===== src/hw/rtl/ckt_pkg.sv =====
// Shared types and constants for the connection keepalive table.
// Used by the channel interfaces and every module of the block; no dependencies.
package ckt_pkg;

    // Table geometry
    localparam int SLOTS = 4;
    localparam int IDX_W = (SLOTS > 1) ? $clog2(SLOTS) : 1;

    // Field widths
    localparam int OP_W      = 2;
    localparam int HANDLE_W  = 16;
    localparam int TIME_W    = 48;
    localparam int TIMEOUT_W = 24;
    localparam int KIND_W    = 4;
    localparam int SLOT_W    = 6;

    // Configuration port
    localparam int APB_ADDR_W = 3;
    localparam int APB_DATA_W = 32;
    localparam int REG_IDX_W  = APB_ADDR_W - 2;
    localparam logic [REG_IDX_W-1:0] REG_TIMEOUT = '0;
    localparam logic [TIMEOUT_W-1:0] TIMEOUT_RESET = 24'd60000;

    // Request codes
    typedef enum logic [OP_W-1:0] {
        OP_CONNECT    = 2'd0,
        OP_DISCONNECT = 2'd1,
        OP_ACTIVITY   = 2'd2,
        OP_TICK       = 2'd3
    } ckt_op_t;

    // Result codes
    typedef enum logic [KIND_W-1:0] {
        K_CONNECTED = 4'd0,
        K_DUPLICATE = 4'd1,
        K_FULL      = 4'd2,
        K_RELEASED  = 4'd3,
        K_NOT_FOUND = 4'd4,
        K_REFRESHED = 4'd5,
        K_PING      = 4'd6,
        K_TIMED_OUT = 4'd7,
        K_TICK_DONE = 4'd8
    } ckt_kind_t;

    // Commands from controller to datapath
    typedef struct packed {
        logic load;         // capture the accepted item, restart the slot walk
        logic search_step;  // examine one slot for a handle match or a free slot
        logic resolve;      // update the table and emit the single result
        logic tick_step;    // examine one slot on a tick, act and emit if due
        logic tick_done;    // emit the closing tick result
    } ckt_cmd_t;

    // Status from datapath to controller
    typedef struct packed {
        logic op_tick;   // captured item is a tick
        logic idx_last;  // walk sits on the final slot
        logic out_free;  // output register can take a result this cycle
        logic tick_hit;  // current slot needs a ping or a timeout
    } ckt_sts_t;

endpackage


===== src/hw/rtl/ckt_in_if.sv =====
// Input channel: one request item (op, handle, time) with valid/ready.
// Depends on ckt_pkg for field widths.
interface ckt_in_if;
    logic                          valid;
    logic                          ready;
    logic [ckt_pkg::OP_W-1:0]      op;
    logic [ckt_pkg::HANDLE_W-1:0]  handle;
    logic [ckt_pkg::TIME_W-1:0]    now_ms;

    modport source (output valid, output op, output handle, output now_ms, input ready);
    modport sink   (input valid, input op, input handle, input now_ms, output ready);
endinterface


===== src/hw/rtl/ckt_out_if.sv =====
// Output channel: one result item (kind, handle, slot, last) with valid/ready.
// Depends on ckt_pkg for field widths.
interface ckt_out_if;
    logic                          valid;
    logic                          ready;
    logic [ckt_pkg::KIND_W-1:0]    kind;
    logic [ckt_pkg::HANDLE_W-1:0]  result_handle;
    logic [ckt_pkg::SLOT_W-1:0]    slot;
    logic                          last;

    modport source (output valid, output kind, output result_handle, output slot,
                    output last, input ready);
    modport sink   (input valid, input kind, input result_handle, input slot,
                    input last, output ready);
endinterface


===== src/hw/rtl/ckt_regs.sv =====
// APB-style configuration register file: holds the timeout register.
// Depends on ckt_pkg.
module ckt_regs (
    input  logic                              clk,
    input  logic                              rst_n,
    input  logic                              psel,
    input  logic                              penable,
    input  logic                              pwrite,
    input  logic [ckt_pkg::APB_ADDR_W-1:0]    paddr,
    input  logic [ckt_pkg::APB_DATA_W-1:0]    pwdata,
    output logic [ckt_pkg::APB_DATA_W-1:0]    prdata,
    output logic                              pready,
    output logic [ckt_pkg::TIMEOUT_W-1:0]     timeout_ms
);

    logic [ckt_pkg::TIMEOUT_W-1:0] timeout_reg;
    logic [ckt_pkg::REG_IDX_W-1:0] reg_idx;
    logic                          wr_en;

    assign pready  = 1'b1;
    assign reg_idx = paddr[ckt_pkg::APB_ADDR_W-1:2];
    assign wr_en   = psel && penable && pwrite && pready
                     && (reg_idx == ckt_pkg::REG_TIMEOUT);

    // Write the timeout register in the access cycle
    always_ff @(posedge clk or negedge rst_n)
    begin
        if (!rst_n)
        begin
            timeout_reg <= ckt_pkg::TIMEOUT_RESET;
        end
        else if (wr_en)
        begin
            timeout_reg <= pwdata[ckt_pkg::TIMEOUT_W-1:0];
        end
    end

    // Read back; unmapped addresses read zero
    always_comb
    begin
        prdata = '0;
        if (reg_idx == ckt_pkg::REG_TIMEOUT)
        begin
            prdata = ckt_pkg::APB_DATA_W'(timeout_reg);
        end
    end

    assign timeout_ms = timeout_reg;

endmodule


===== src/hw/rtl/ckt_ctrl.sv =====
// Controller state machine: sequences the slot walk for each item.
// Depends on ckt_pkg for the command and status structs.
module ckt_ctrl (
    input  logic              clk,
    input  logic              rst_n,
    input  logic              in_valid,
    output logic              in_ready,
    input  ckt_pkg::ckt_sts_t sts,
    output ckt_pkg::ckt_cmd_t cmd
);

    typedef enum logic [4:0] {
        S_IDLE    = 5'b00001,
        S_SEARCH  = 5'b00010,
        S_RESOLVE = 5'b00100,
        S_TICK    = 5'b01000,
        S_TDONE   = 5'b10000
    } ckt_state_t;

    ckt_state_t state_reg;
    ckt_state_t state_next;

    // Advance the state
    always_ff @(posedge clk or negedge rst_n)
    begin
        if (!rst_n)
        begin
            state_reg <= S_IDLE;
        end
        else
        begin
            state_reg <= state_next;
        end
    end

    // Decode next state and commands
    always_comb
    begin
        state_next = state_reg;
        cmd        = '0;
        in_ready   = 1'b0;
        unique case (state_reg)
            S_IDLE:
            begin
                in_ready = 1'b1;
                if (in_valid)
                begin
                    cmd.load   = 1'b1;
                    state_next = S_SEARCH;
                end
            end
            S_SEARCH:
            begin
                // the captured op is visible from here on
                if (sts.op_tick)
                begin
                    state_next = S_TICK;
                end
                else
                begin
                    cmd.search_step = 1'b1;
                    if (sts.idx_last)
                    begin
                        state_next = S_RESOLVE;
                    end
                end
            end
            S_RESOLVE:
            begin
                if (sts.out_free)
                begin
                    cmd.resolve = 1'b1;
                    state_next  = S_IDLE;
                end
            end
            S_TICK:
            begin
                // hold on a due slot until the output register has room
                if (!sts.tick_hit || sts.out_free)
                begin
                    cmd.tick_step = 1'b1;
                    if (sts.idx_last)
                    begin
                        state_next = S_TDONE;
                    end
                end
            end
            S_TDONE:
            begin
                if (sts.out_free)
                begin
                    cmd.tick_done = 1'b1;
                    state_next    = S_IDLE;
                end
            end
            default:
            begin
                state_next = S_IDLE;
            end
        endcase
    end

endmodule


===== src/hw/rtl/ckt_dpath.sv =====
// Datapath: slot table, captured item, slot walk counter, idle compare and
// output register. Depends on ckt_pkg.
module ckt_dpath (
    input  logic                             clk,
    input  logic                             rst_n,
    input  ckt_pkg::ckt_cmd_t                cmd,
    output ckt_pkg::ckt_sts_t                sts,
    input  logic [ckt_pkg::OP_W-1:0]         in_op,
    input  logic [ckt_pkg::HANDLE_W-1:0]     in_handle,
    input  logic [ckt_pkg::TIME_W-1:0]       in_now_ms,
    input  logic [ckt_pkg::TIMEOUT_W-1:0]    timeout_ms,
    input  logic                             out_ready,
    output logic                             out_valid,
    output logic [ckt_pkg::KIND_W-1:0]       out_kind,
    output logic [ckt_pkg::HANDLE_W-1:0]     out_handle,
    output logic [ckt_pkg::SLOT_W-1:0]       out_slot,
    output logic                             out_last
);

    // Slot table
    logic                             slot_valid_reg  [ckt_pkg::SLOTS];
    logic                             slot_pinged_reg [ckt_pkg::SLOTS];
    logic [ckt_pkg::HANDLE_W-1:0]     slot_handle_reg [ckt_pkg::SLOTS];
    logic [ckt_pkg::TIME_W-1:0]       slot_seen_reg   [ckt_pkg::SLOTS];

    // Captured item
    logic [ckt_pkg::OP_W-1:0]         op_reg;
    logic [ckt_pkg::HANDLE_W-1:0]     handle_reg;
    logic [ckt_pkg::TIME_W-1:0]       now_reg;

    // Walk and search results
    logic [ckt_pkg::IDX_W-1:0]        idx_reg;
    logic                             found_reg;
    logic [ckt_pkg::IDX_W-1:0]        found_idx_reg;
    logic                             free_reg;
    logic [ckt_pkg::IDX_W-1:0]        free_idx_reg;

    // Output register
    logic                             out_valid_reg;
    logic [ckt_pkg::KIND_W-1:0]       out_kind_reg;
    logic [ckt_pkg::HANDLE_W-1:0]     out_handle_reg;
    logic [ckt_pkg::SLOT_W-1:0]       out_slot_reg;
    logic                             out_last_reg;

    // Per-slot combinational view
    logic                             cur_valid;
    logic                             cur_pinged;
    logic [ckt_pkg::HANDLE_W-1:0]     cur_handle;
    logic [ckt_pkg::TIME_W:0]         idle_diff;
    logic [ckt_pkg::TIME_W-1:0]       idle_thr;
    logic                             tick_hit;
    logic                             emit;
    logic                             res_write;
    logic                             res_clear;
    logic [ckt_pkg::IDX_W-1:0]        res_idx;
    ckt_pkg::ckt_kind_t               res_kind;
    logic [ckt_pkg::SLOT_W-1:0]       res_slot;

    assign cur_valid  = slot_valid_reg[idx_reg];
    assign cur_pinged = slot_pinged_reg[idx_reg];
    assign cur_handle = slot_handle_reg[idx_reg];

    // Idle time against the ping or timeout threshold; time going back never expires
    assign idle_diff = {1'b0, now_reg} - {1'b0, slot_seen_reg[idx_reg]};
    assign idle_thr  = cur_pinged ? ckt_pkg::TIME_W'(timeout_ms)
                                  : ckt_pkg::TIME_W'(timeout_ms[ckt_pkg::TIMEOUT_W-1:1]);
    assign tick_hit  = cur_valid && !idle_diff[ckt_pkg::TIME_W]
                       && (idle_diff[ckt_pkg::TIME_W-1:0] > idle_thr);

    assign sts.op_tick  = (op_reg == ckt_pkg::OP_TICK);
    assign sts.idx_last = (idx_reg == ckt_pkg::IDX_W'(ckt_pkg::SLOTS - 1));
    assign sts.out_free = !out_valid_reg || out_ready;
    assign sts.tick_hit = tick_hit;

    // Decide the single result of connect, disconnect or activity
    always_comb
    begin
        res_write = 1'b0;
        res_clear = 1'b0;
        res_idx   = found_idx_reg;
        res_kind  = ckt_pkg::K_NOT_FOUND;
        res_slot  = '0;
        unique case (op_reg)
            ckt_pkg::OP_CONNECT:
            begin
                if (found_reg)
                begin
                    res_kind = ckt_pkg::K_DUPLICATE;
                    res_slot = ckt_pkg::SLOT_W'(found_idx_reg);
                end
                else if (free_reg)
                begin
                    res_write = 1'b1;
                    res_idx   = free_idx_reg;
                    res_kind  = ckt_pkg::K_CONNECTED;
                    res_slot  = ckt_pkg::SLOT_W'(free_idx_reg);
                end
                else
                begin
                    res_kind = ckt_pkg::K_FULL;
                end
            end
            ckt_pkg::OP_DISCONNECT:
            begin
                if (found_reg)
                begin
                    res_clear = 1'b1;
                    res_kind  = ckt_pkg::K_RELEASED;
                    res_slot  = ckt_pkg::SLOT_W'(found_idx_reg);
                end
            end
            ckt_pkg::OP_ACTIVITY:
            begin
                if (found_reg)
                begin
                    res_write = 1'b1;
                    res_kind  = ckt_pkg::K_REFRESHED;
                    res_slot  = ckt_pkg::SLOT_W'(found_idx_reg);
                end
            end
            default:
            begin
                res_kind = ckt_pkg::K_TICK_DONE;
            end
        endcase
    end

    assign emit = cmd.resolve || cmd.tick_done || (cmd.tick_step && tick_hit);

    // Walk counter, search flags and slot control bits
    always_ff @(posedge clk or negedge rst_n)
    begin
        if (!rst_n)
        begin
            idx_reg       <= '0;
            found_reg     <= 1'b0;
            found_idx_reg <= '0;
            free_reg      <= 1'b0;
            free_idx_reg  <= '0;
            for (int i = 0; i < ckt_pkg::SLOTS; i++)
            begin
                slot_valid_reg[i]  <= 1'b0;
                slot_pinged_reg[i] <= 1'b0;
            end
        end
        else
        begin
            if (cmd.load)
            begin
                idx_reg   <= '0;
                found_reg <= 1'b0;
                free_reg  <= 1'b0;
            end
            if (cmd.search_step)
            begin
                if (!found_reg && cur_valid && (cur_handle == handle_reg))
                begin
                    found_reg     <= 1'b1;
                    found_idx_reg <= idx_reg;
                end
                if (!free_reg && !cur_valid)
                begin
                    free_reg     <= 1'b1;
                    free_idx_reg <= idx_reg;
                end
            end
            if (cmd.search_step || cmd.tick_step)
            begin
                idx_reg <= idx_reg + 1'b1;
            end
            if (cmd.resolve && res_write)
            begin
                slot_valid_reg[res_idx]  <= 1'b1;
                slot_pinged_reg[res_idx] <= 1'b0;
            end
            if (cmd.resolve && res_clear)
            begin
                slot_valid_reg[res_idx]  <= 1'b0;
                slot_pinged_reg[res_idx] <= 1'b0;
            end
            // timeout frees a pinged slot, otherwise mark it pinged
            if (cmd.tick_step && tick_hit)
            begin
                if (cur_pinged)
                begin
                    slot_valid_reg[idx_reg]  <= 1'b0;
                    slot_pinged_reg[idx_reg] <= 1'b0;
                end
                else
                begin
                    slot_pinged_reg[idx_reg] <= 1'b1;
                end
            end
        end
    end

    // Captured item and slot payload
    always_ff @(posedge clk)
    begin
        if (cmd.load)
        begin
            op_reg     <= in_op;
            handle_reg <= in_handle;
            now_reg    <= in_now_ms;
        end
        if (cmd.resolve && res_write)
        begin
            slot_handle_reg[res_idx] <= handle_reg;
            slot_seen_reg[res_idx]   <= now_reg;
        end
    end

    // Output valid flag
    always_ff @(posedge clk or negedge rst_n)
    begin
        if (!rst_n)
        begin
            out_valid_reg <= 1'b0;
        end
        else if (emit)
        begin
            out_valid_reg <= 1'b1;
        end
        else if (out_ready)
        begin
            out_valid_reg <= 1'b0;
        end
    end

    // Output payload
    always_ff @(posedge clk)
    begin
        if (cmd.resolve)
        begin
            out_kind_reg   <= res_kind;
            out_handle_reg <= handle_reg;
            out_slot_reg   <= res_slot;
            out_last_reg   <= 1'b1;
        end
        else if (cmd.tick_step && tick_hit)
        begin
            out_kind_reg   <= cur_pinged ? ckt_pkg::K_TIMED_OUT : ckt_pkg::K_PING;
            out_handle_reg <= cur_handle;
            out_slot_reg   <= ckt_pkg::SLOT_W'(idx_reg);
            out_last_reg   <= 1'b0;
        end
        else if (cmd.tick_done)
        begin
            out_kind_reg   <= ckt_pkg::K_TICK_DONE;
            out_handle_reg <= '0;
            out_slot_reg   <= '0;
            out_last_reg   <= 1'b1;
        end
    end

    assign out_valid  = out_valid_reg;
    assign out_kind   = out_kind_reg;
    assign out_handle = out_handle_reg;
    assign out_slot   = out_slot_reg;
    assign out_last   = out_last_reg;

    // A result never overwrites one that is still waiting
    a_emit_room: assert property (@(posedge clk) disable iff (!rst_n)
        emit |-> (!out_valid_reg || out_ready))
        else $error("result loaded while output register full");

    // A successful connect leaves its slot occupied
    a_connect_fills: assert property (@(posedge clk) disable iff (!rst_n)
        (cmd.resolve && res_write) |=> slot_valid_reg[$past(res_idx)])
        else $error("connected slot not marked valid");

    // A timeout frees the slot it reports
    a_timeout_frees: assert property (@(posedge clk) disable iff (!rst_n)
        (cmd.tick_step && tick_hit && cur_pinged) |=> !slot_valid_reg[$past(idx_reg)])
        else $error("timed out slot still valid");

    // A ping marks the slot it reports
    a_ping_marks: assert property (@(posedge clk) disable iff (!rst_n)
        (cmd.tick_step && tick_hit && !cur_pinged) |=> slot_pinged_reg[$past(idx_reg)])
        else $error("pinged slot not marked");

endmodule


===== src/hw/rtl/connection_keepalive_table_unit.sv =====
// Top level of the connection keepalive table: controller, datapath, registers.
// Depends on ckt_pkg, ckt_in_if, ckt_out_if, ckt_regs, ckt_ctrl, ckt_dpath.
//
//   Channel   Dir  Handshake           Carries
//   events    in   valid/ready         op, handle, now_ms
//   results   out  valid/ready         kind, result_handle, slot, last
//   APB       in   psel/penable/pready timeout_ms at byte address 0
//
// Connect, disconnect and activity search one slot per cycle, then the table
// is updated and the result loaded.
// A tick is dispatched, then walks one slot per cycle unless a due slot waits
// on output backpressure, then loads the closing result.
// Both walks use the single slot-walk counter.
// Reset clears the table valid and ping bits and sets timeout_ms to 60000.
// A stalled result holds the walk only when another result is due.
module connection_keepalive_table_unit (
    input  logic                              clk,
    input  logic                              rst_n,
    ckt_in_if.sink                            events,
    ckt_out_if.source                         results,
    input  logic                              psel,
    input  logic                              penable,
    input  logic                              pwrite,
    input  logic [ckt_pkg::APB_ADDR_W-1:0]    paddr,
    input  logic [ckt_pkg::APB_DATA_W-1:0]    pwdata,
    output logic [ckt_pkg::APB_DATA_W-1:0]    prdata,
    output logic                              pready
);

    ckt_pkg::ckt_cmd_t                cmd;
    ckt_pkg::ckt_sts_t                sts;
    logic [ckt_pkg::TIMEOUT_W-1:0]    timeout_ms;
    logic                             in_ready;

    // Configuration registers
    ckt_regs u_regs (
        .clk        (clk),
        .rst_n      (rst_n),
        .psel       (psel),
        .penable    (penable),
        .pwrite     (pwrite),
        .paddr      (paddr),
        .pwdata     (pwdata),
        .prdata     (prdata),
        .pready     (pready),
        .timeout_ms (timeout_ms)
    );

    // Sequencer
    ckt_ctrl u_ctrl (
        .clk      (clk),
        .rst_n    (rst_n),
        .in_valid (events.valid),
        .in_ready (in_ready),
        .sts      (sts),
        .cmd      (cmd)
    );

    assign events.ready = in_ready;

    // Table and output register
    ckt_dpath u_dpath (
        .clk        (clk),
        .rst_n      (rst_n),
        .cmd        (cmd),
        .sts        (sts),
        .in_op      (events.op),
        .in_handle  (events.handle),
        .in_now_ms  (events.now_ms),
        .timeout_ms (timeout_ms),
        .out_ready  (results.ready),
        .out_valid  (results.valid),
        .out_kind   (results.kind),
        .out_handle (results.result_handle),
        .out_slot   (results.slot),
        .out_last   (results.last)
    );

endmodule

===== src/flat_wrapper.sv =====
// flat-port wrapper written by rule: the top's interface ports become plain ports
module connection_keepalive_table_unit_flat 
  (clk, rst_n, psel, penable, pwrite, paddr, pwdata, prdata, pready, events_valid, events_op, events_handle, events_now_ms, events_ready, results_valid, results_kind, results_result_handle, results_slot, results_last, results_ready);
  ckt_in_if events_i ();
  ckt_out_if results_i ();
  input  logic clk;
  input  logic rst_n;
  input  logic psel;
  input  logic penable;
  input  logic pwrite;
  input  logic [ckt_pkg::APB_ADDR_W-1:0] paddr;
  input  logic [ckt_pkg::APB_DATA_W-1:0] pwdata;
  output logic [ckt_pkg::APB_DATA_W-1:0] prdata;
  output logic pready;
  input wire logic [$bits(events_i.valid)-1:0] events_valid;
  input wire logic [$bits(events_i.op)-1:0] events_op;
  input wire logic [$bits(events_i.handle)-1:0] events_handle;
  input wire logic [$bits(events_i.now_ms)-1:0] events_now_ms;
  output wire logic [$bits(events_i.ready)-1:0] events_ready;
  output wire logic [$bits(results_i.valid)-1:0] results_valid;
  output wire logic [$bits(results_i.kind)-1:0] results_kind;
  output wire logic [$bits(results_i.result_handle)-1:0] results_result_handle;
  output wire logic [$bits(results_i.slot)-1:0] results_slot;
  output wire logic [$bits(results_i.last)-1:0] results_last;
  input wire logic [$bits(results_i.ready)-1:0] results_ready;
  assign events_i.valid = events_valid;
  assign events_i.op = events_op;
  assign events_i.handle = events_handle;
  assign events_i.now_ms = events_now_ms;
  assign events_ready = events_i.ready;
  assign results_valid = results_i.valid;
  assign results_kind = results_i.kind;
  assign results_result_handle = results_i.result_handle;
  assign results_slot = results_i.slot;
  assign results_last = results_i.last;
  assign results_i.ready = results_ready;
  connection_keepalive_table_unit u_core (.clk(clk), .rst_n(rst_n), .events(events_i), .results(results_i), .psel(psel), .penable(penable), .pwrite(pwrite), .paddr(paddr), .pwdata(pwdata), .prdata(prdata), .pready(pready));
endmodule

===== config.mk =====
export PLATFORM = sky130hd
export DESIGN_NAME = connection_keepalive_table_unit_flat
export DESIGN_NICKNAME = d
export VERILOG_FILES = /design/src/hw/rtl/ckt_pkg.sv /design/src/hw/rtl/ckt_in_if.sv /design/src/hw/rtl/ckt_out_if.sv /design/src/hw/rtl/ckt_regs.sv /design/src/hw/rtl/ckt_ctrl.sv /design/src/hw/rtl/ckt_dpath.sv /design/src/hw/rtl/connection_keepalive_table_unit.sv /design/src/flat_wrapper.sv
export SDC_FILE = /design/constraint.sdc
export NUM_CORES = 1
export LEC_CHECK = 0
export ABC_CLOCK_PERIOD_IN_PS = 12600
export BUFFER_PORTS_ARGS = -buffer_cell sky130_fd_sc_hd__buf_2
export CORE_MARGIN = 2
export CORE_UTILIZATION = 25
export CTS_CLUSTER_SIZE = 20
export DETAILED_ROUTE_END_ITERATION = 10
export PLACE_DENSITY = 0.42
export RECOVER_POWER = 25
export SLEW_MARGIN = 40
export SYNTH_ARGS = -nofsm -noshare
export SYNTH_HDL_FRONTEND = slang
export SYNTH_SLANG_ARGS = --single-unit

===== constraint.sdc =====
create_clock -name clk -period 12.6 [get_ports clk]
set_input_delay 0.63 -clock clk [delete_from_list [all_inputs] [get_ports clk]]
set_output_delay 0.63 -clock clk [all_outputs]
set_load 0.01 [all_outputs]

# == Word-level counts from Yosys, hierarchy flattened ==
# Memory sizes are Yosys's and may differ from the RTL's.
# Cells that the tools add are included.
# classes
order_cmp,5
muxes,78
n_eq_ne,15
bitwise,12
addsub,2
reduce_logical,34
# ops
operator,n
$sub A48 B48 Y49,1
$gt A48 B24 Y1,1
$mux W16,3
$mux W24,2
$mux W4,11
$mux W1,34
$mux W5,6
$and A4 B4 Y4,5
$mux W2,10
$pmux W5 S4,1
$mux W6,3
$eq A16 B16 Y1,1
$logic_and A1 B1 Y1,13
$pmux W4 S3,1
$not A4 Y4,2
$or A4 B4 Y4,2
$eq A2 B2 Y1 const B,3
$ge A3 B3 Y1 const B,2
$logic_not A1 Y1,6
$lt A3 B1 Y1 const B,2
$not A2 Y3,2
$reduce_bool A2 Y1,3
$eq A5 B1 Y1 const B,1
$eq A5 B2 Y1 const B,1
20 further kinds,30
# word_totals
n_memories,2
elab_cells,171
ram_bits,256
register_bits,139
output_inout_bits,62
input_bits,108
# memory_table
memory,words,word_bits,read_ports,rd_clocked_by_memory_dff,write_ports,line_no,text
u_core.u_dpath.slot_seen_reg,4,48,1,0,1,ckt_dpath.sv:24,logic [ckt_pkg::TIME_W-1:0] slot_seen_reg [ckt_pkg::SLOTS];
u_core.u_dpath.slot_handle_reg,4,16,1,0,1,ckt_dpath.sv:23,logic [ckt_pkg::HANDLE_W-1:0] slot_handle_reg [ckt_pkg::SLOTS];

# == Depth between registers and ports, before layout ==
# Gate-level depths: netlist (run 1).
# logic_depth
depth_word,16
ltp_mapped,29
ltp_nobuf,24

# == Cells and area by module ==
# From an unflattened synthesis (run 1), not the netlist that was laid out.
# unflattened
hier_cells,1357
area_unflattened_um2,19187.2
# modules_own_cells
module,cells_each,instances,area_per_inst_um2
ckt_dpath,1234,1,17611.9
ckt_regs,88,1,1236.2
ckt_ctrl,35,1,339.1

# == Worst setup path after synthesis (run 1) ==
# OpenSTA, ideal clock, no wires.
# synth_path
path_type,reg2reg
startpoint,reg u_core.u_dpath.idx_reg[0] (netlist bit)
endpoint,"reg u_core.u_dpath.out_handle_reg, in the netlist u_core.u_dpath.out_handle[0], enable pin"
path_slack_ns,5.793
stages_incl_launch_ff,30
t_arrival_ns,6.457
path_buffers,6
required_ns,12.249
synth_period_minus_slack_ns,6.807
cell_sequence,dfrtp_1 > clkbuf_1 > buf_2 > buf_2 > buf_1 > mux4_2 > inv_1 > ha_1 > buf_2 > nand4_1 > nor2_1 > a221oi_2 > a21oi_1 > nor2_1 > o21ai_0 > a21o_1 > a21oi_1 > xnor2_1 > ha_1 > nand4_1 > a21oi_1 > a211oi_1 > a22oi_1 > nor4_1 > nand4_1 > nand4b_4 > nor2_4 > buf_4 > o21ai_1 > and2_1
# synth_between
elab_chain_len,13
word_cells_on_any_way,20
cone_classes,1 x add/sub; 1 x order compare; 9 x mux; 1 x bitwise; 7 x reduce/logical; 1 x memory
# synth_lines
item,line_no,text
start: declaration,ckt_dpath.sv:32,logic [ckt_pkg::IDX_W-1:0] idx_reg;
start signal: assignment,ckt_dpath.sv:169,idx_reg <= idx_reg + 1'b1;
branches (longest 6 deep; another with $sub A48 B48 Y49),n/a,
$logic_and A1 B1 Y1 (*),ckt_dpath.sv:68,&& (idle_diff[ckt_pkg::TIME_W-1:0] > idle_thr);
$logic_not A1 Y1,ckt_ctrl.sv:79,if (!sts.tick_hit || sts.out_free)
$logic_or A1 B1 Y1,ckt_ctrl.sv:79,
$mux W1,ckt_ctrl.sv:79,
$mux W1,ckt_ctrl.sv:42,unique case (state_reg)
$logic_and A1 B1 Y1 (*),ckt_dpath.sv:240,else if (cmd.tick_step && tick_hit)
$reduce_bool A3 Y1 (no source line) (*),n/a,
end signal: assignment,ckt_dpath.sv:236,out_handle_reg <= handle_reg;
end signal: assignment,ckt_dpath.sv:243,out_handle_reg <= cur_handle;
end: declaration,ckt_dpath.sv:41,logic [ckt_pkg::HANDLE_W-1:0] out_handle_reg;
# Mark *: on every way between the ends. The select of a mux whose other input is x is not followed.
# A chain may end at the register's enable or synchronous reset.

# == Worst setup path in the final report (run 1) ==
# layout_path
startpoint,reg u_core.u_dpath.idx_reg[1] (netlist bit)
endpoint,"reg u_core.u_dpath.out_handle_reg, in the netlist u_core.u_dpath.out_handle[15] (data pin)"
# layout_between
elab_chain_len,14
word_cells_on_any_way,22
cone_classes,1 x add/sub; 1 x order compare; 11 x mux; 1 x bitwise; 6 x reduce/logical; 2 x memory
# layout_lines
item,line_no,text
branches (longest 12 deep; another with $sub A48 B48 Y49),n/a,
$mux W16 (*),ckt_dpath.sv:240,
$mux W16 (*),ckt_dpath.sv:233,if (cmd.resolve)
# Marks and branches as above.

==> out/metrics.yaml, run 1 <==
cts_setup_buffers: 0
skew_ps: 24.9
synthTopCellsByArea: "edfxtp_1 53%, mux4_2 7.7%, ha_1 5.2%"
ios: 170
drc: 0
antenna_found_initial: 0
timing.max_cap.violations: 1
grt_pass1_vias: 12500
slowest_delay_ps: 650
syn-cell-area_sq_mm: 0.0194
r2r_start: "u_core.u_dpath.idx_reg[1]"
die-area_sq_mm: 0.0797
die_h_microns: 282
routabilityCongestion: 0.863
hold_start: "events_handle[13]"
outcome: "finished, violations left"
drtPass1Iterations: 5
path_buf_inv: 3
cts.sinks: 391
yosysWarnings: 0
synth_top_cell_by_area: "edfxtp_1"
postSynthAreaPerCell_sq_um: 13.8
peakVddDrop_mv: 0.0933
grt_overflow: 0
p_leak_nw: 8.07
num_antenna_cells: 0
num_vias: 12100
synth_edf_count: 344
reg2reg_depth: 25
p_per_area_mw_per_mm2: 202
largest_reg_flops: 192
worst_pin_slew_ps: 2800
ctsResizeCount: 0
synth_async_sr_flop_share_pct: 11.8
grt_usage_pct: 12.7
failed_checks: "max-capacitance violations, max-slew violations"
viasPerCell: 4.59
synth-main-ff-cell: "edfxtp_1"
drt_iter0_markers: 670
cp-start-kind: "flip-flop"
syn_inst: 1403
rrSetupSlack_ps: 5400
finalSetupViolCount: 0
holdPathEnd: "u_core.u_dpath.handle_reg[13]"
total_power_w: 0.00460
yosysTopAreaCellShare_pct: 53.4
slew_headroom_pct: -86.8
grt_pass1_wl_mm: 77.2
cp_data_arrival_time_ps: 7540
fp.coreArea_sq_mm: 0.0771
min_path_type: "primary input to flip-flop"
nets: 1742
antenna_left: 0
wire_per_inst_microns: 19.4
cts_buffers: 48
insertion_delay_ps: 590
period_share_pct: 57.2
slew_viol_final: 47
worstSetupPathType: "flip-flop to flip-flop"
htreeDepth: 2
fmax_mhz: 139
yosys_register_bits: 391
cts_tree: "done"
port_buffers: 146
synth_most_common_cell: "edfxtp_1"
start_util_pct: 25.1
rows: 102
yosysSeqAreaShare_pct: 59.5
hold_viol: 0
clk_pin_slew_ps: 60
wl_mm: 50.9
cts_hold_buf: 0
grt_setup_unrepaired: "no"
slowest_stage: "dfrtp_2"
cpLargestDelayFamily: "compound AO/OA/AOI/OAI gates"
die_w_microns: 282
grt_max_degree: 67
yosys-top-cells-count: "344 x edfxtp_1, 89 x a21oi_1, 86 x nand2_1"
regToRegEndpoint: "u_core.u_dpath.out_handle[15]"
clock_path_buffers: 3
endpoint_kind: "flip-flop"
synth_cell_types: 93
place_hpwl_mm: 35.7
areaGrowthSynthToFinish_pct: 17.9
hold_depth: 1
cts_root_buf: "clkbuf_16"
setup-tns-final_ps: 0
cp_max_fo: 25
critical_path_required_ps: 12940
period_minus_slack_ps: 7200
layout-drive-gt1-share_pct: 22.4
-- worst max-delay path by stage --
stage                              start                            end  slack, ps  depth (start not counted)
2_1_floorplan  u_core.u_dpath.idx_reg[0]   u_core.u_dpath.out_handle[0]       5790                         29
3_3_place_gp   u_core.u_dpath.idx_reg[1]  u_core.u_dpath.out_handle[15]       5150                         24
3_5_place_dp   u_core.u_dpath.idx_reg[1]  u_core.u_dpath.out_handle[11]       5380                         25
4_1_cts        u_core.u_dpath.idx_reg[1]  u_core.u_dpath.out_handle[11]       5380                         25
5_1_grt        u_core.u_dpath.idx_reg[1]   u_core.u_dpath.out_handle[6]       4880                         24
6_report       u_core.u_dpath.idx_reg[1]  u_core.u_dpath.out_handle[15]       5400                         25
-- kinds of logic after synthesis --
kind of cell             synth area share [%]
flip-flops                               59.5
AND/OR/NAND/NOR                          8.77
AO/OA/AOI/OAI                            10.2
buffers and inverters                    3.26
multiplexers                             11.0
adder cells (fa/ha/maj)                  5.28
XOR/XNOR                                 1.99
other                                  0.0388
-- cell type report --
cell class                 instances  area [sq um]
fill                            7870         54300
multi-input combinational        881          7300
timing repair buffer             162           857
clock inverter                    31           342
sequential                       391         11500
clock buffer                      57          1230
inverter                          69           260
tap                             1040          1300
-- placed cells by master (no fill, tap or decap), types with 32 or more instances in the layout --
master,netlist,final
o21ai_0,40,40
dfrtp_1,38,36
a21oi_1,89,86
inv_1,69,68
ha_1,80,80
nand2_1,86,86
mux2i_1,32,32
clkbuf_16,0,48
xnor2_1,32,32
buf_2,18,135
nor2_1,65,64
mux4_2,66,65
edfxtp_1,344,344
-- through the flow --
stage          setup WS, ps  utilization, %  instance area, sq um  hold slack (ps)  std cells
2_1_floorplan          5790               -                 19400              334       1414
3_3_place_gp           5150            27.5                 21200              477       2541
3_5_place_dp           5380            27.5                 21200              473       2542
4_1_cts                5380            29.6                 22800              164       2630
5_1_grt                4880            29.6                 22800              176       2631
6_report               5400            29.6                 22800              214       2631
-- power by group --
part / switching [W] / total, W / internal, W / leakage [nW]
combinational: 0.000923 / 0.00154 / 0.000620 / 3.58
clock: 0.000552 / 0.00138 / 0.000827 / 0.767
sequential: 0.000129 / 0.00167 / 0.00154 / 3.73
-- layer usage --
metal | part of all wire, % | GRT usage, % | up-vias
li1 | - | - | 5721
met1 | 47 | 17.4 | 6048
met2 | 48 | 20.8 | 242
met3 | 3.5 | 1.97 | 66
met4 | 2.2 | 3.36 | 0
met5 | 0 | 0 | -
(Power assumes the default switching activity.)
==> inputs of run 2 (changes only) <==
- ABC_CLOCK_PERIOD_IN_PS: 12600 -> 5900
- PLACE_DENSITY: 0.42 -> 0.43
- clock period: 12.6 -> 5.9 ns (I/O delays scaled with it)
==> out/metrics.yaml, run 2 (synthesis results as in run 1) <==
nets: 1958
grt_setup_unrepaired: "yes"
final_common_cell: "edfxtp_1"
finalInstanceArea_sq_mm: 0.0251
timing.max_cap.violations: 0
ios: 170
grtUsageMet1_pct: 18.1
grt_usage_pct: 13.2
die_h_microns: 282
cp_max_fo: 6
fp.coreArea_sq_mm: 0.0771
cts_buffers: 45
slew_viol_final: 0
p_comb_share_pct: 39.6
critical_path_required_ps: 6220
antenna_found_initial: 1
drtPass1Iterations: 6
outcome: "finished, final reports clean"
period_share_pct: 97.3
wl_mm: 53.2
num_vias: 13100
grt_pass1_vias: 13600
place_ws_ps: -370
worstSetupPathType: "flip-flop to flip-flop"
start_util_pct: 25.1
cp-start-kind: "flip-flop"
cts_root_buf: "clkbuf_16"
place_hpwl_mm: 36.8
insertion_delay_ps: 570
busiest_layer: "met2"
cp_data_arrival_time_ps: 6060
slew_headroom_pct: 48.0
met2_usage_pct: 21.2
clock_path_buffers: 3
holdWs_ps: 265
num_antenna_cells: 0
layout-drive-gt1-share_pct: 29.5
p_leak_nw: 9.12
cts.sinks: 391
hold_viol: 0
finalSetupViolCount: 0
p_seq_share_pct: 34.0
die-area_sq_mm: 0.0797
fmax_mhz: 174
grt_pass1_wl_mm: 80.6
worst_pin_slew_ps: 779
die_w_microns: 282
dpl.cell_count: 2644
skew_ps: 15.0
largest_reg_flops: 192
swShare_pct: 35.0
clkPwrFrac_pct: 26.4
clk_pin_slew_ps: 60
peakVddDrop_mv: 0.197
viasPerCell: 4.62
drt_iter0_markers: 813
drc: 0
period_minus_slack_ps: 5740
grt_overflow: 0
antenna_left: 0
areaGrowthSynthToFinish_pct: 29.7
endpoint_kind: "flip-flop"
p_per_area_mw_per_mm2: 416
stdcell_count: 2845
rows: 102
switchingPower_w: 0.00365
routabilityCongestion: 0.885
final_cell_mix: "344 x edfxtp_1, 133 x buf_2, 123 x buf_4"
fin_ws_ps: 161
htreeDepth: 2
cts_tree: "done"
place_area_sq_mm: 0.0221
port_buffers: 146
intPower_w: 0.00678
use_met3_pct: 2.17
grt_max_degree: 60
wire_per_inst_microns: 18.7
min_path_type: "primary input to flip-flop"
[run 2: per-layer routing]
metal	wire, microns	vias up	part of all wire [%]
met2	24400	340	46
met3	2200	86	4.1
met4	1470	0	2.8
li1	-	6159	-
met1	25200	6550	47
met5	0	-	0
[run 2: timing repair]
action / in CTS / in global routing
pin swaps: 5 / 43
resized for setup: 12 / 65
setup endpoints to repair: 57 / 58
cloned: 0 / 3
endpoints found under the hold margin: 129 / 0
hold buffers: 92 / 0
buffers inserted: 8 / 14
[run 2: layout make-up]
cell class	instances	area [sq um]
Sequential cell	391	11500
Clock buffer	54	1220
Fill cell	7688	52000
Inverter	69	260
Tap cell	1040	1300
Timing Repair Buffer	381	2920
Multi-Input combinational cell	881	7630
Clock inverter	29	243
[run 2: path summary, 6_finish.rpt]
kind / from / end / slack [ps] / cells after the start
max: u_core.u_dpath.idx_reg[0] / u_core.u_dpath.out_slot[0] / 160 / 27
min in group asynchronous: rst_n / u_core.u_regs.timeout_ms[20] / 380 / 3
min: results_ready / u_core.u_dpath.out_valid / 260 / 3
max in group asynchronous: rst_n / u_core.u_dpath.idx_reg[0] / 5020 / 3
min reg2reg: u_core.u_dpath.out_last / u_core.u_dpath.out_last / 470 / 2
max reg2reg: u_core.u_dpath.idx_reg[0] / u_core.u_dpath.out_slot[0] / 160 / 27
[run 2: critical path, stage by stage (launching register included)]
cell	delay, ps
dfrtp_4	550
buf_6	150
mux4_2	360
ha_4	160
inv_2	40
fa_2	370
a211oi_2	260
nor2_2	90
buf_6	120
o21a_1	170
nor2_2	130
nor2_1	50
a31oi_1	150
xnor2_1	180
ha_1	290
nand4_1	150
nor3_2	80
a21boi_2	170
o41ai_4	410
buf_4	170
a22oi_2	60
nor4_1	280
nand4_1	140
nand4b_4	230
nor2_4	230
nor2_4	100
buf_12	160
a22o_1	220
[run 2: power groups by stage]
stage / clock network [W] / logic, W / registers (W)
CTS: 0.00285 / 0.00389 / 0.00355
finish: 0.00275 / 0.00413 / 0.00355
floorplan: 0 / 0.00250 / 0.00348
global route: 0.00296 / 0.00457 / 0.00358
detailed placement: 0 / 0.00374 / 0.00362
global placement: 0 / 0.00371 / 0.00361
[run 2: through the flow]
stage               TNS (ps)  utilization, %  power (W)
floorplan                  0               -    0.00598
global placement      -12960            28.6    0.00732
detailed placement    -14920            28.7    0.00735
CTS                        0            31.9     0.0103
global route            -952            32.6     0.0111
finish                     0            32.6     0.0104
==> inputs of run 3 (changes only) <==
- CORE_UTILIZATION: 25 -> 54
- PLACE_DENSITY: 0.43 -> 0.78
==> out/metrics.yaml, run 3 (synthesis results as in run 1) <==
outcome: "finished, final reports clean"
skew_ps: 19.0
die_h_microns: 193
largest_reg_flops: 192
grt_usage_pct: 24.9
wl_mm: 46.4
slew_viol_final: 0
hold_start: "pwdata[17]"
worst_pin_slew_ps: 693
peakVddDrop_mv: 0.257
clock_path_buffers: 3
total_power_w: 0.00956
hold_viol: 0
layout-drive-gt1-share_pct: 24.7
cts_tree: "done"
finalSetupViolCount: 0
cp_max_fo: 27
path_buf_inv: 4
cp-start-kind: "flip-flop"
p_leak_nw: 8.61
period_minus_slack_ps: 5620
port_buffers: 146
cpLargestDelayFamily: "compound AO/OA/AOI/OAI gates"
routabilityCongestion: 0.963
nets: 1884
fmax_mhz: 178
endpoint_kind: "flip-flop"
cp-startpoint: "u_core.u_dpath.idx_reg[0]"
num_vias: 13100
drt_iter0_markers: 1281
place_hpwl_mm: 31.3
hold_depth: 2
insertion_delay_ps: 540
antenna_found_initial: 1
cp_num_cells: 26
slew_headroom_pct: 53.4
die_w_microns: 193
cts_root_buf: "clkbuf_16"
fill_cells: 2496
grt_overflow: 0
drc: 0
slowest_stage: "dfrtp_4"
areaGrowthSynthToFinish_pct: 20.0
finalInstanceArea_sq_mm: 0.0232
num_antenna_cells: 0
grt_pass1_vias: 13400
antenna_left: 0
drtPass1Iterations: 6
timing.max_cap.violations: 0
htreeDepth: 2
final_common_cell: "edfxtp_1"
viasPerCell: 5.99
cts_buffers: 40
fp.coreArea_sq_mm: 0.0354
place_ws_ps: 220
reg2reg_depth: 26
r2r_start: "u_core.u_dpath.idx_reg[0]"
critical_path_required_ps: 6190
period_share_pct: 95.3
fin_ws_ps: 279
grt_max_degree: 61
final_cell_mix: "344 x edfxtp_1, 132 x buf_2, 87 x dlygate4sd3_1"
p_per_area_mw_per_mm2: 412
grt_setup_unrepaired: "no"
clk_pin_slew_ps: 60
ios: 170
cp_data_arrival_time_ps: 5910
rows: 69
grt_pass1_wl_mm: 73.5
setup-tns-final_ps: 0
cpMostUsedCell: "a21o_1"
die-area_sq_mm: 0.0374
cts.sinks: 391
multi_input_area_sq_mm: 0.00737
wire_per_inst_microns: 21.2
place_area_sq_mm: 0.0210
slowest_delay_ps: 490
start_util_pct: 54.7
worstSetupPathType: "flip-flop to flip-flop"
min_path_type: "primary input to flip-flop"
holdWs_ps: 25.2
regArea_sq_mm: 0.0115
==> run 3: repair_timing <==
item / CTS / global route
endpoints found under the setup margin: 0 / 56
endpoints found under the hold margin: 124 / 0
hold buffers: 87 / 0
setup buffers: 0 / 7
gates resized for setup: 0 / 15
==> run 3: area by class of cell <==
cell class                 instances  share of cell area, %
clock buffer                      48                   4.62
inverter                          69                   1.13
tap                              461                   2.48
timing repair buffer             312                   9.76
sequential                       391                   49.6
clock inverter                    22                  0.695
multi-input combinational        881                   31.7
==> run 3: layer usage <==
| layer | up-vias | wire length (microns) | global-route usage, % |
|---|---|---|---|
| li1 | 5998 | - | - |
| met5 | - | 13 | 0 |
| met4 | 2 | 1270 | 8.20 |
| met1 | 6427 | 19600 | 33.8 |
| met2 | 551 | 22400 | 41.3 |
| met3 | 100 | 3060 | 3.85 |
==> run 3: metrics by stage <==
stage               cells  util, %
CTS                  2177     65.3
finish               2184     65.6
detailed placement   2020     59.3
global placement     2020     59.3
global route         2184     65.6
floorplan            1414        -
==> run 3: path summary, 6_finish.rpt <==
check | end | slack [ps]
min in group asynchronous | u_core.u_dpath.free_reg | 330
max reg2reg | u_core.u_dpath.out_slot[0] | 280
max in group asynchronous | u_core.u_dpath.idx_reg[0] | 5110
min reg2reg | u_core.u_dpath.out_last | 470
min | u_core.u_regs.timeout_ms[17] | 30
max | u_core.u_dpath.out_slot[0] | 280
==> run 3: power breakdown <==
group / total (W) / internal (W) / switching [W]
registers: 0.00351 / 0.00330 / 0.000219
logic: 0.00368 / 0.00158 / 0.00210
clock network: 0.00237 / 0.00135 / 0.00102
total: 0.00956 / 0.00623 / 0.00333
